**src/rtl/cma_pkg.sv**
```systemverilog
// Shared constants and state types for the centered moving average block.
// No dependencies; imported by every module of the block except cma_queue.
package cma_pkg;

  localparam int MAX_HALF_DEF    = 16;
  localparam int SAMPLE_BITS_DEF = 16;

  localparam int HW_W       = 5;
  localparam int APB_ADDR_W = 3;
  localparam int APB_DATA_W = 32;

  localparam logic [0:0]      REG_HALF_WINDOW = 1'b0;
  localparam logic [HW_W-1:0] HW_RESET        = 5'd1;

  typedef enum logic {
    F_IDLE,
    F_EMIT
  } front_state_t;

  typedef enum logic [1:0] {
    B_IDLE,
    B_READ,
    B_DIV,
    B_DONE
  } back_state_t;

endpackage

```
**src/rtl/cma_queue.sv**
```systemverilog
// Small register FIFO carrying result jobs from the front to the back.
// Depends on nothing beyond its parameters.
module cma_queue #(
  parameter int WIDTH = 8,
  parameter int DEPTH = 4,
  localparam int PTR_W = (DEPTH > 1) ? $clog2(DEPTH) : 1,
  localparam int CNT_W = $clog2(DEPTH + 1)
) (
  input  logic             clk,
  input  logic             rst_n,
  input  logic             push,
  input  logic [WIDTH-1:0] push_data,
  input  logic             pop,
  output logic [WIDTH-1:0] pop_data,
  output logic             empty,
  output logic             full
);

  logic [WIDTH-1:0] mem_r [DEPTH];
  logic [PTR_W-1:0] wr_ptr_r, wr_ptr_nxt;
  logic [PTR_W-1:0] rd_ptr_r, rd_ptr_nxt;
  logic [CNT_W-1:0] count_r, count_nxt;
  logic             do_push, do_pop;

  assign empty    = (count_r == '0);
  assign full     = (count_r == CNT_W'(DEPTH));
  assign do_push  = push && !full;
  assign do_pop   = pop && !empty;
  assign pop_data = mem_r[rd_ptr_r];

  always_comb begin
    wr_ptr_nxt = wr_ptr_r;
    rd_ptr_nxt = rd_ptr_r;
    count_nxt  = count_r;
    if (do_push) begin
      wr_ptr_nxt = (wr_ptr_r == PTR_W'(DEPTH - 1)) ? '0 : wr_ptr_r + 1'b1;
    end
    if (do_pop) begin
      rd_ptr_nxt = (rd_ptr_r == PTR_W'(DEPTH - 1)) ? '0 : rd_ptr_r + 1'b1;
    end
    if (do_push && !do_pop) begin
      count_nxt = count_r + 1'b1;
    end else if (do_pop && !do_push) begin
      count_nxt = count_r - 1'b1;
    end
  end

  always_ff @(posedge clk) begin
    if (!rst_n) begin
      wr_ptr_r <= '0;
      rd_ptr_r <= '0;
      count_r  <= '0;
    end else begin
      wr_ptr_r <= wr_ptr_nxt;
      rd_ptr_r <= rd_ptr_nxt;
      count_r  <= count_nxt;
    end
  end

  always_ff @(posedge clk) begin
    if (do_push) begin
      mem_r[wr_ptr_r] <= push_data;
    end
  end

endmodule

```
**src/rtl/cma_front.sv**
```systemverilog
// Front end: accepts samples, writes the window ring, tracks frame position
// counts and issues one job (ring start, sample count, last) per result.
// Depends on cma_pkg.
module cma_front #(
  parameter int MAX_HALF    = cma_pkg::MAX_HALF_DEF,
  parameter int SAMPLE_BITS = cma_pkg::SAMPLE_BITS_DEF,
  localparam int RING_DEPTH = 2 * MAX_HALF + 1,
  localparam int IDX_W      = $clog2(RING_DEPTH),
  localparam int CNT_W      = $clog2(RING_DEPTH + 1),
  localparam int JOB_W      = IDX_W + CNT_W + 1,
  localparam int WR_W       = 1 + IDX_W + SAMPLE_BITS
) (
  input  logic                          clk,
  input  logic                          rst_n,
  input  logic                          in_valid,
  output logic                          in_ready,
  input  logic signed [SAMPLE_BITS-1:0] in_sample,
  input  logic                          in_frame_end,
  input  logic [cma_pkg::HW_W-1:0]      half_window,
  input  logic                          q_empty,
  input  logic                          q_full,
  input  logic                          back_busy,
  output logic                          job_push,
  output logic [JOB_W-1:0]              job_data,
  output logic [WR_W-1:0]               ring_wr
);
  import cma_pkg::*;

  typedef struct packed {
    logic [IDX_W-1:0] start;
    logic [CNT_W-1:0] count;
    logic             last;
  } job_t;

  typedef struct packed {
    logic                   en;
    logic [IDX_W-1:0]       addr;
    logic [SAMPLE_BITS-1:0] data;
  } ring_wr_t;

  front_state_t     state_r, state_nxt;
  logic [IDX_W-1:0] wr_ptr_r, wr_ptr_nxt;
  logic [CNT_W-1:0] rcv_r, rcv_nxt;
  logic [CNT_W-1:0] pend_r, pend_nxt;
  logic             end_r, end_nxt;
  logic             accept;
  job_t             job;
  ring_wr_t         wr;

  logic [CNT_W-1:0] hw_c, avail, pm1, left, right, offset;
  logic [IDX_W-1:0] newest;
  logic [CNT_W:0]   wrapped;
  logic             want;

  assign in_ready = (state_r == F_IDLE) && q_empty && !back_busy;
  assign accept   = in_valid && in_ready;

  assign wr.en    = accept;
  assign wr.addr  = wr_ptr_r;
  assign wr.data  = in_sample;
  assign ring_wr  = wr;
  assign job_data = job;

  always_comb begin
    hw_c    = CNT_W'(half_window);
    avail   = rcv_r - pend_r;
    pm1     = pend_r - 1'b1;
    left    = (avail < hw_c) ? avail : hw_c;
    right   = (pm1 < hw_c) ? pm1 : hw_c;
    offset  = pm1 + left;
    newest  = (wr_ptr_r == '0) ? IDX_W'(RING_DEPTH - 1) : wr_ptr_r - 1'b1;
    wrapped = (CNT_W + 1)'(newest) + (CNT_W + 1)'(RING_DEPTH) - {1'b0, offset};
    want    = end_r ? (pend_r != '0) : (pend_r > hw_c);

    job.count = left + right + 1'b1;
    job.last  = end_r && (pend_r == CNT_W'(1));
    if (CNT_W'(newest) >= offset) begin
      job.start = newest - IDX_W'(offset);
    end else begin
      job.start = IDX_W'(wrapped);
    end
  end

  always_comb begin
    state_nxt  = state_r;
    wr_ptr_nxt = wr_ptr_r;
    rcv_nxt    = rcv_r;
    pend_nxt   = pend_r;
    end_nxt    = end_r;
    job_push   = 1'b0;
    unique case (state_r)
      F_IDLE: begin
        if (accept) begin
          wr_ptr_nxt = (wr_ptr_r == IDX_W'(RING_DEPTH - 1)) ? '0 : wr_ptr_r + 1'b1;
          if (rcv_r != CNT_W'(RING_DEPTH)) begin
            rcv_nxt = rcv_r + 1'b1;
          end
          if (pend_r != CNT_W'(RING_DEPTH)) begin
            pend_nxt = pend_r + 1'b1;
          end
          end_nxt   = in_frame_end;
          state_nxt = F_EMIT;
        end
      end
      F_EMIT: begin
        if (want) begin
          if (!q_full) begin
            job_push = 1'b1;
            pend_nxt = pend_r - 1'b1;
          end
        end else begin
          if (end_r) begin
            rcv_nxt  = '0;
            pend_nxt = '0;
          end
          state_nxt = F_IDLE;
        end
      end
      default: state_nxt = F_IDLE;
    endcase
  end

  always_ff @(posedge clk) begin
    if (!rst_n) begin
      state_r  <= F_IDLE;
      wr_ptr_r <= '0;
      rcv_r    <= '0;
      pend_r   <= '0;
      end_r    <= 1'b0;
    end else begin
      state_r  <= state_nxt;
      wr_ptr_r <= wr_ptr_nxt;
      rcv_r    <= rcv_nxt;
      pend_r   <= pend_nxt;
      end_r    <= end_nxt;
    end
  end

endmodule

```
**src/rtl/cma_back.sv**
```systemverilog
// Back end: holds the window ring memory, sums each job's samples one per
// cycle, divides by the count with a restoring divider, registers the result.
// Depends on cma_pkg.
module cma_back #(
  parameter int MAX_HALF    = cma_pkg::MAX_HALF_DEF,
  parameter int SAMPLE_BITS = cma_pkg::SAMPLE_BITS_DEF,
  localparam int RING_DEPTH = 2 * MAX_HALF + 1,
  localparam int IDX_W      = $clog2(RING_DEPTH),
  localparam int CNT_W      = $clog2(RING_DEPTH + 1),
  localparam int JOB_W      = IDX_W + CNT_W + 1,
  localparam int WR_W       = 1 + IDX_W + SAMPLE_BITS
) (
  input  logic                          clk,
  input  logic                          rst_n,
  input  logic [WR_W-1:0]               ring_wr,
  input  logic                          q_empty,
  output logic                          job_pop,
  input  logic [JOB_W-1:0]              job_data,
  output logic                          busy,
  output logic                          out_valid,
  input  logic                          out_ready,
  output logic signed [SAMPLE_BITS-1:0] out_average,
  output logic                          out_last
);
  import cma_pkg::*;

  localparam int SUM_W  = SAMPLE_BITS + $clog2(RING_DEPTH);
  localparam int STEP_W = $clog2(SUM_W + 1);

  typedef struct packed {
    logic [IDX_W-1:0] start;
    logic [CNT_W-1:0] count;
    logic             last;
  } job_t;

  typedef struct packed {
    logic                   en;
    logic [IDX_W-1:0]       addr;
    logic [SAMPLE_BITS-1:0] data;
  } ring_wr_t;

  job_t     job;
  ring_wr_t wr;

  assign job = job_data;
  assign wr  = ring_wr;

  logic [SAMPLE_BITS-1:0] ring_mem [RING_DEPTH];

  back_state_t                   state_r, state_nxt;
  logic [IDX_W-1:0]              rd_addr_r, rd_addr_nxt;
  logic [CNT_W-1:0]              issue_r, issue_nxt;
  logic                          dv_r, dv_nxt;
  logic signed [SAMPLE_BITS-1:0] rd_data_r;
  logic signed [SUM_W-1:0]       sum_r, sum_nxt;
  logic [CNT_W-1:0]              div_r, div_nxt;
  logic                          last_r, last_nxt;
  logic [SUM_W-1:0]              dq_r, dq_nxt;
  logic [CNT_W-1:0]              rem_r, rem_nxt;
  logic                          neg_r, neg_nxt;
  logic [STEP_W-1:0]             step_r, step_nxt;
  logic                          out_valid_r, out_valid_nxt;
  logic signed [SAMPLE_BITS-1:0] out_average_r, out_average_nxt;
  logic                          out_last_r, out_last_nxt;

  logic [CNT_W:0]   rem_sh, rem_diff;
  logic             ge;
  logic [SUM_W-1:0] quot;

  assign busy        = (state_r == B_READ);
  assign out_valid   = out_valid_r;
  assign out_average = out_average_r;
  assign out_last    = out_last_r;

  always_ff @(posedge clk) begin
    if (wr.en) begin
      ring_mem[wr.addr] <= wr.data;
    end
    rd_data_r <= ring_mem[rd_addr_r];
  end

  always_comb begin
    rem_sh   = {rem_r, dq_r[SUM_W-1]};
    rem_diff = rem_sh - {1'b0, div_r};
    ge       = (rem_sh >= {1'b0, div_r});
    quot     = neg_r ? (~dq_r + 1'b1) : dq_r;
  end

  always_comb begin
    state_nxt       = state_r;
    rd_addr_nxt     = rd_addr_r;
    issue_nxt       = issue_r;
    dv_nxt          = 1'b0;
    sum_nxt         = sum_r;
    div_nxt         = div_r;
    last_nxt        = last_r;
    dq_nxt          = dq_r;
    rem_nxt         = rem_r;
    neg_nxt         = neg_r;
    step_nxt        = step_r;
    out_valid_nxt   = out_valid_r && !out_ready;
    out_average_nxt = out_average_r;
    out_last_nxt    = out_last_r;
    job_pop         = 1'b0;
    unique case (state_r)
      B_IDLE: begin
        if (!q_empty) begin
          job_pop     = 1'b1;
          rd_addr_nxt = job.start;
          issue_nxt   = job.count;
          div_nxt     = job.count;
          last_nxt    = job.last;
          sum_nxt     = '0;
          state_nxt   = B_READ;
        end
      end
      B_READ: begin
        if (issue_r != '0) begin
          rd_addr_nxt = (rd_addr_r == IDX_W'(RING_DEPTH - 1)) ? '0 : rd_addr_r + 1'b1;
          issue_nxt   = issue_r - 1'b1;
          dv_nxt      = 1'b1;
        end
        if (dv_r) begin
          sum_nxt = sum_r + SUM_W'(rd_data_r);
        end
        if ((issue_r == '0) && !dv_r) begin
          neg_nxt   = sum_r[SUM_W-1];
          dq_nxt    = sum_r[SUM_W-1] ? SUM_W'(-sum_r) : SUM_W'(sum_r);
          rem_nxt   = '0;
          step_nxt  = STEP_W'(SUM_W);
          state_nxt = B_DIV;
        end
      end
      B_DIV: begin
        rem_nxt  = ge ? rem_diff[CNT_W-1:0] : rem_sh[CNT_W-1:0];
        dq_nxt   = {dq_r[SUM_W-2:0], ge};
        step_nxt = step_r - 1'b1;
        if (step_r == STEP_W'(1)) begin
          state_nxt = B_DONE;
        end
      end
      B_DONE: begin
        if (!out_valid_r || out_ready) begin
          out_valid_nxt   = 1'b1;
          out_average_nxt = quot[SAMPLE_BITS-1:0];
          out_last_nxt    = last_r;
          state_nxt       = B_IDLE;
        end
      end
      default: state_nxt = B_IDLE;
    endcase
  end

  always_ff @(posedge clk) begin
    if (!rst_n) begin
      state_r     <= B_IDLE;
      dv_r        <= 1'b0;
      out_valid_r <= 1'b0;
    end else begin
      state_r     <= state_nxt;
      dv_r        <= dv_nxt;
      out_valid_r <= out_valid_nxt;
    end
  end

  always_ff @(posedge clk) begin
    rd_addr_r     <= rd_addr_nxt;
    issue_r       <= issue_nxt;
    sum_r         <= sum_nxt;
    div_r         <= div_nxt;
    last_r        <= last_nxt;
    dq_r          <= dq_nxt;
    rem_r         <= rem_nxt;
    neg_r         <= neg_nxt;
    step_r        <= step_nxt;
    out_average_r <= out_average_nxt;
    out_last_r    <= out_last_nxt;
  end

endmodule

```
**src/rtl/centered_moving_average.sv**
```systemverilog
// Top level of the centered moving average: configuration register, front,
// job queue and back. Depends on cma_pkg, cma_front, cma_queue, cma_back.
//
//   channel   signals                                   direction
//   input     in_valid/in_ready, in_sample, in_frame_end sink
//   result    out_valid/out_ready, out_average, out_last source
//   config    psel/penable/pwrite/paddr/pwdata/prdata    APB slave, pready tied high
//
// Each result pops its job, sums its window from the ring memory (one read port, one sample a
// cycle), runs SUM_W (22 by default) divider steps and loads the output register. A sample is
// taken only when the job queue is empty and the back end is not reading the ring. Synchronous
// active-low reset; no clearing pass needed.
// A stalled output holds its result while the back end works on the next job.
module centered_moving_average #(
  parameter int MAX_HALF    = cma_pkg::MAX_HALF_DEF,
  parameter int SAMPLE_BITS = cma_pkg::SAMPLE_BITS_DEF
) (
  input  logic                               clk,
  input  logic                               rst_n,
  input  logic                               in_valid,
  output logic                               in_ready,
  input  logic signed [SAMPLE_BITS-1:0]      in_sample,
  input  logic                               in_frame_end,
  output logic                               out_valid,
  input  logic                               out_ready,
  output logic signed [SAMPLE_BITS-1:0]      out_average,
  output logic                               out_last,
  input  logic                               psel,
  input  logic                               penable,
  input  logic                               pwrite,
  input  logic [cma_pkg::APB_ADDR_W-1:0]     paddr,
  input  logic [cma_pkg::APB_DATA_W-1:0]     pwdata,
  output logic [cma_pkg::APB_DATA_W-1:0]     prdata,
  output logic                               pready
);
  import cma_pkg::*;

  localparam int RING_DEPTH = 2 * MAX_HALF + 1;
  localparam int IDX_W      = $clog2(RING_DEPTH);
  localparam int CNT_W      = $clog2(RING_DEPTH + 1);
  localparam int JOB_W      = IDX_W + CNT_W + 1;
  localparam int WR_W       = 1 + IDX_W + SAMPLE_BITS;
  localparam int QDEPTH     = 4;
  localparam int HW_CAP     = (MAX_HALF < 31) ? MAX_HALF : 31;

  logic [HW_W-1:0]  half_window_r, half_window_nxt;
  logic             reg_hit;
  logic             q_empty, q_full, job_push, job_pop, back_busy;
  logic [JOB_W-1:0] push_data, pop_data;
  logic [WR_W-1:0]  ring_wr;

  assign pready  = 1'b1;
  assign reg_hit = (paddr[APB_ADDR_W-1:2] == REG_HALF_WINDOW);
  assign prdata  = reg_hit ? APB_DATA_W'(half_window_r) : '0;

  always_comb begin
    half_window_nxt = half_window_r;
    if (psel && penable && pwrite && reg_hit) begin
      if (int'(pwdata[HW_W-1:0]) > HW_CAP) begin
        half_window_nxt = HW_W'(HW_CAP);
      end else begin
        half_window_nxt = pwdata[HW_W-1:0];
      end
    end
  end

  always_ff @(posedge clk) begin
    if (!rst_n) begin
      half_window_r <= HW_RESET;
    end else begin
      half_window_r <= half_window_nxt;
    end
  end

  cma_front #(
    .MAX_HALF   (MAX_HALF),
    .SAMPLE_BITS(SAMPLE_BITS)
  ) u_front (
    .clk         (clk),
    .rst_n       (rst_n),
    .in_valid    (in_valid),
    .in_ready    (in_ready),
    .in_sample   (in_sample),
    .in_frame_end(in_frame_end),
    .half_window (half_window_r),
    .q_empty     (q_empty),
    .q_full      (q_full),
    .back_busy   (back_busy),
    .job_push    (job_push),
    .job_data    (push_data),
    .ring_wr     (ring_wr)
  );

  cma_queue #(
    .WIDTH(JOB_W),
    .DEPTH(QDEPTH)
  ) u_queue (
    .clk      (clk),
    .rst_n    (rst_n),
    .push     (job_push),
    .push_data(push_data),
    .pop      (job_pop),
    .pop_data (pop_data),
    .empty    (q_empty),
    .full     (q_full)
  );

  cma_back #(
    .MAX_HALF   (MAX_HALF),
    .SAMPLE_BITS(SAMPLE_BITS)
  ) u_back (
    .clk        (clk),
    .rst_n      (rst_n),
    .ring_wr    (ring_wr),
    .q_empty    (q_empty),
    .job_pop    (job_pop),
    .job_data   (pop_data),
    .busy       (back_busy),
    .out_valid  (out_valid),
    .out_ready  (out_ready),
    .out_average(out_average),
    .out_last   (out_last)
  );

endmodule

```
**config.mk**
```make
export PLATFORM = sky130hd
export DESIGN_NAME = centered_moving_average
export DESIGN_NICKNAME = d
export VERILOG_FILES = /design/src/rtl/cma_pkg.sv /design/src/rtl/cma_queue.sv /design/src/rtl/cma_front.sv /design/src/rtl/cma_back.sv /design/src/rtl/centered_moving_average.sv
export SDC_FILE = /design/constraint.sdc
export NUM_CORES = 1
export LEC_CHECK = 0
export BUFFER_PORTS_ARGS = -buffer_cell sky130_fd_sc_hd__buf_2
export CORE_MARGIN = 2
export CORE_UTILIZATION = 35
export DETAILED_ROUTE_END_ITERATION = 7
export PLACE_DENSITY = 0.62
export SYNTH_ARGS = -nofsm -noshare
export SYNTH_HDL_FRONTEND = slang
export SYNTH_SLANG_ARGS = --single-unit
```
**constraint.sdc**
```tcl
create_clock -name clk -period 7.1 [get_ports clk]
set_input_delay 1.42 -clock clk [delete_from_list [all_inputs] [get_ports clk]]
set_output_delay 1.42 -clock clk [all_outputs]
set_load 0.02 [all_outputs]
```
==> reports/summary.txt <==
Worst-Margin Slew - 1.13 ns
CP max stage cell - a211oi_2
Mean Syn Cell Area - 15.9 um^2
CTS Root Cell - clkbuf_16
Status - completed
Sequential share of power - 37.1%
Post-synth top area cell - edfxtp_1
Die H - 305 um
Port-buffer cells - 53
CTS tree - built
GPL Wtd Cong - 0.819
Ys flop type - edfxtp_1
CTS Hold Bufs - 0
Post-route ant nets - 0
Crit Path Class - flop to flop
Leak - 12.0 nW
Post-Synthesis Cell Area - 31,800 um^2
Die Width - 305 um
YS warnings - 0
WL per Instance - 20.8 um
Clock Skews - 0.0332 ns
Placed Instance Area - 33,400 um^2
Post-CTS Resized - 0
Area growth, synth to finish - 12.8%
Worst path cell trace - ha_1 > inv_1 > fa_1 > a21o_1 > a21oi_1 > xnor2_1 > ha_1 > o21ai_0 > a21oi_1 > a211oi_2 > mux2_2 > ha_1 > a21o_1 > a21oi_1 > o21bai_1 > a21oi_1 > xor2_1 > inv_1 > ha_1 > nand2_1 > o21a_1 > o21ai_0
Reg clk slew, reported paths - 0.06 ns
Pint - 10.2 mW
Max clock buf depth - 3
Net Sw Frac - 35.3%
N_diodes - 0
Power density over the cells - 440 nW/um^2
Top Ports - 111
Register area - 21,300 um^2
Slowest stage delay, CP - 0.54 ns
Num rows - 110
Max-cap check violation count - 0
Synth top area share - 63.5%
Crit path to - u_queue.mem_r[3][11]$_DFFE_PP_
TritonCTS buffer count - 75
Most frequent cells in the layout - 672 x edfxtp_1, 141 x mux4_2, 133 x nand2_1
DRC Markers - 0
Asr flop ratio synth - 0%
Yosys reg bits - 726
Distinct cells, synth - 72
Synth top area cells - edfxtp_1 64%, mux4_2 10%, ha_1 3.7%
Overall routing resource usage - 14.7%
Fin. Hold Viols - 0
Total Wirelength - 69,100 um
Area of the multi-input gates - 9830 um^2
Synth Instances - 2,001
HP Start - u_back.last_r$_DFFE_PP_
Post-CTS setup buffer count - 0
Hpwl dp - 41,900 um
Worst-skew pair later-pin latency - 0.63 ns
RSZ-0062 raised after global routing - no
Total power after layout - 15.8 mW
Initial antenna violation count - 1
Worst r2r src - u_front.pend_r[0]$_SDFFE_PN0P_
Final setup fails - 0
Final slew viol count - 0
Peak VDD IR - 0.347 mV
Psw - 5.57 mW
Initial Util - 35.3%
Grt ovf - 0
Worst relative slew slack - 24.9%
Final min period - 5.94 ns
# nets final - 2,246
Sequential area share after synthesis - 66.9%
Largest net degree at the start of global routing - 133
H-tree depth - 3
Router iterations before antenna repair - 5
Crit-path max FO - 11
Final TNS setup - 0 ns
Combinational Power Share - 38.5%
CP required - 7.43 ns
Finished Cell Area - 35,800 um^2
First-pass GRT wire length - 105,000 um
Crit start category - flop
Clock Power Share - 24.4%
Via-per-instance ratio - 5.19
Fill cells - 8,101
Worst Path Arrival - 6.27 ns
Crit. End Element - flop
Hold WC Path Type - flop to flop
Layout cells sized above 1 - 17.8%
Fmax achieved - 168 MHz
Via Count - 17,230
R2r setup slk - 1.16 ns
Core footprint - 90,000 um^2
DRT iter0 DRCs - 1,505
Reg-to-Reg End - u_queue.mem_r[3][11]$_DFFE_PP_
Post-synth EDFFs - 672
Reg2Reg Depth - 22
CP startpoint - u_front.pend_r[0]$_SDFFE_PN0P_
Period utilization - 83.7%
Die area - 93,200 um^2
CTS sink cnt - 726
Vias in the first global route - 17,448
Commonest non-fill, non-tap cell in the layout - edfxtp_1
-- state kept, by name (all words and copies together), names as in the netlist, 3 cells and up, named ones only --
| signal | flops |
|---|---|
| u_back.rd_addr_r | 6 |
| u_front.pend_r | 6 |
| u_back.dq_r | 22 |
| u_back.step_r | 5 |
| u_queue.count_r | 3 |
| u_back.rd_data_r | 16 |
| u_back.div_r | 6 |
| u_back.issue_r | 6 |
| half_window_r | 5 |
| u_front.rcv_r | 6 |
| u_back.sum_r | 22 |
| u_front.wr_ptr_r | 6 |
| u_back.rem_r | 6 |
| u_queue.mem_r | 52 |
| u_back.out_average | 16 |
| u_back.ring_mem | 528 |
-- critical path: cells and delay by family, from the launching register on --
family | cells | cell delay (ns)
simple gates | 1 | 0.06
flops | 1 | 0.53
mux | 1 | 0.45
buf+inv | 2 | 0.14
fa+ha+maj | 5 | 1.50
compound gates | 11 | 2.47
xor+xnor | 2 | 0.47
-- synthesized netlist by cell type (all sizes together), types with 4 or more instances --
cell,n
a31oi,8
nor3,25
a22oi,67
or2,5
and3,12
buf,46
a211oi,13
a21o,22
o21ai,94
nand2,133
a21boi,5
mux2i,20
or3,11
o21a,16
nand4,7
edfxtp,672
fa,11
o31ai,15
or4,9
dfxtp,54
and2,10
xor2,40
mux4,141
a21oi,76
ha,94
nor2,92
nand2b,11
o41ai,5
nand3,17
o21bai,4
nor2b,23
xnor2,44
inv,72
mux2,10
o31a,4
clkbuf,69
-- worst min path at each step --
stage | end | slack [ns] | cells past startpoint
2_1_floorplan | u_back.out_last$_DFFE_PP_ | 0.40 | 0
3_3_place_gp | u_back.out_last$_DFFE_PP_ | 0.44 | 0
3_5_place_dp | u_back.rd_data_r[12]$_DFF_P_ | 0.43 | 2
4_1_cts | u_back.rd_data_r[12]$_DFF_P_ | 0.45 | 2
5_1_grt | u_back.out_last$_DFFE_PP_ | 0.45 | 0
6_report | u_back.out_last$_DFFE_PP_ | 0.44 | 0
-- layout make-up --
class	instances	area share (%)
Sequential cell	726	59.3
Multi-Input combinational cell	1113	27.4
Clock buffer	97	5.63
Tap cell	1176	4.10
Timing Repair Buffer	93	1.65
Clock inverter	40	1.13
Inverter	73	0.764
-- cells by family after synthesis --
family	Yosys count	share of synthesized area [%]
multiplexers	171	11.0
buffers and inverters	188	2.59
AO/OA/AOI/OAI	349	7.08
other	2	0.0236
XOR/XNOR	84	2.32
AND/OR/NAND/NOR	376	5.68
flip-flops	726	66.9
adder cells (fa/ha/maj)	105	4.40
-- stage by stage --
stage	hold slack, ns	util (%)	setup slack, ns	instances
global placement	0.437	37.1	1.33	3181
floorplan	0.400	-	1.94	2027
detailed placement	0.434	37.1	1.23	3181
global route	0.451	39.8	0.745	3318
CTS	0.447	39.8	1.18	3318
finish	0.440	39.8	1.16	3318
-- power by group through the flow --
stage               Sequential [mW]  Clock, mW  Combinational [mW]
finish                         5.86       3.84                6.07
global route                   5.91       4.09                6.77
CTS                            5.86       3.92                6.14
detailed placement             5.95          0                6.10
global placement               5.93          0                5.98
floorplan                      5.81          0                4.59
-- per-layer routing --
layer  GRT usage (%)  vias to the layer above  routed length (um)
met5               0                        -                  13
met4            4.02                        2                1370
met3            2.41                       81                3400
met2            25.1                      447               34300
met1            19.5                     8792               30000
li1                -                     7908                   -
Power figures use the tool's default switching activity.
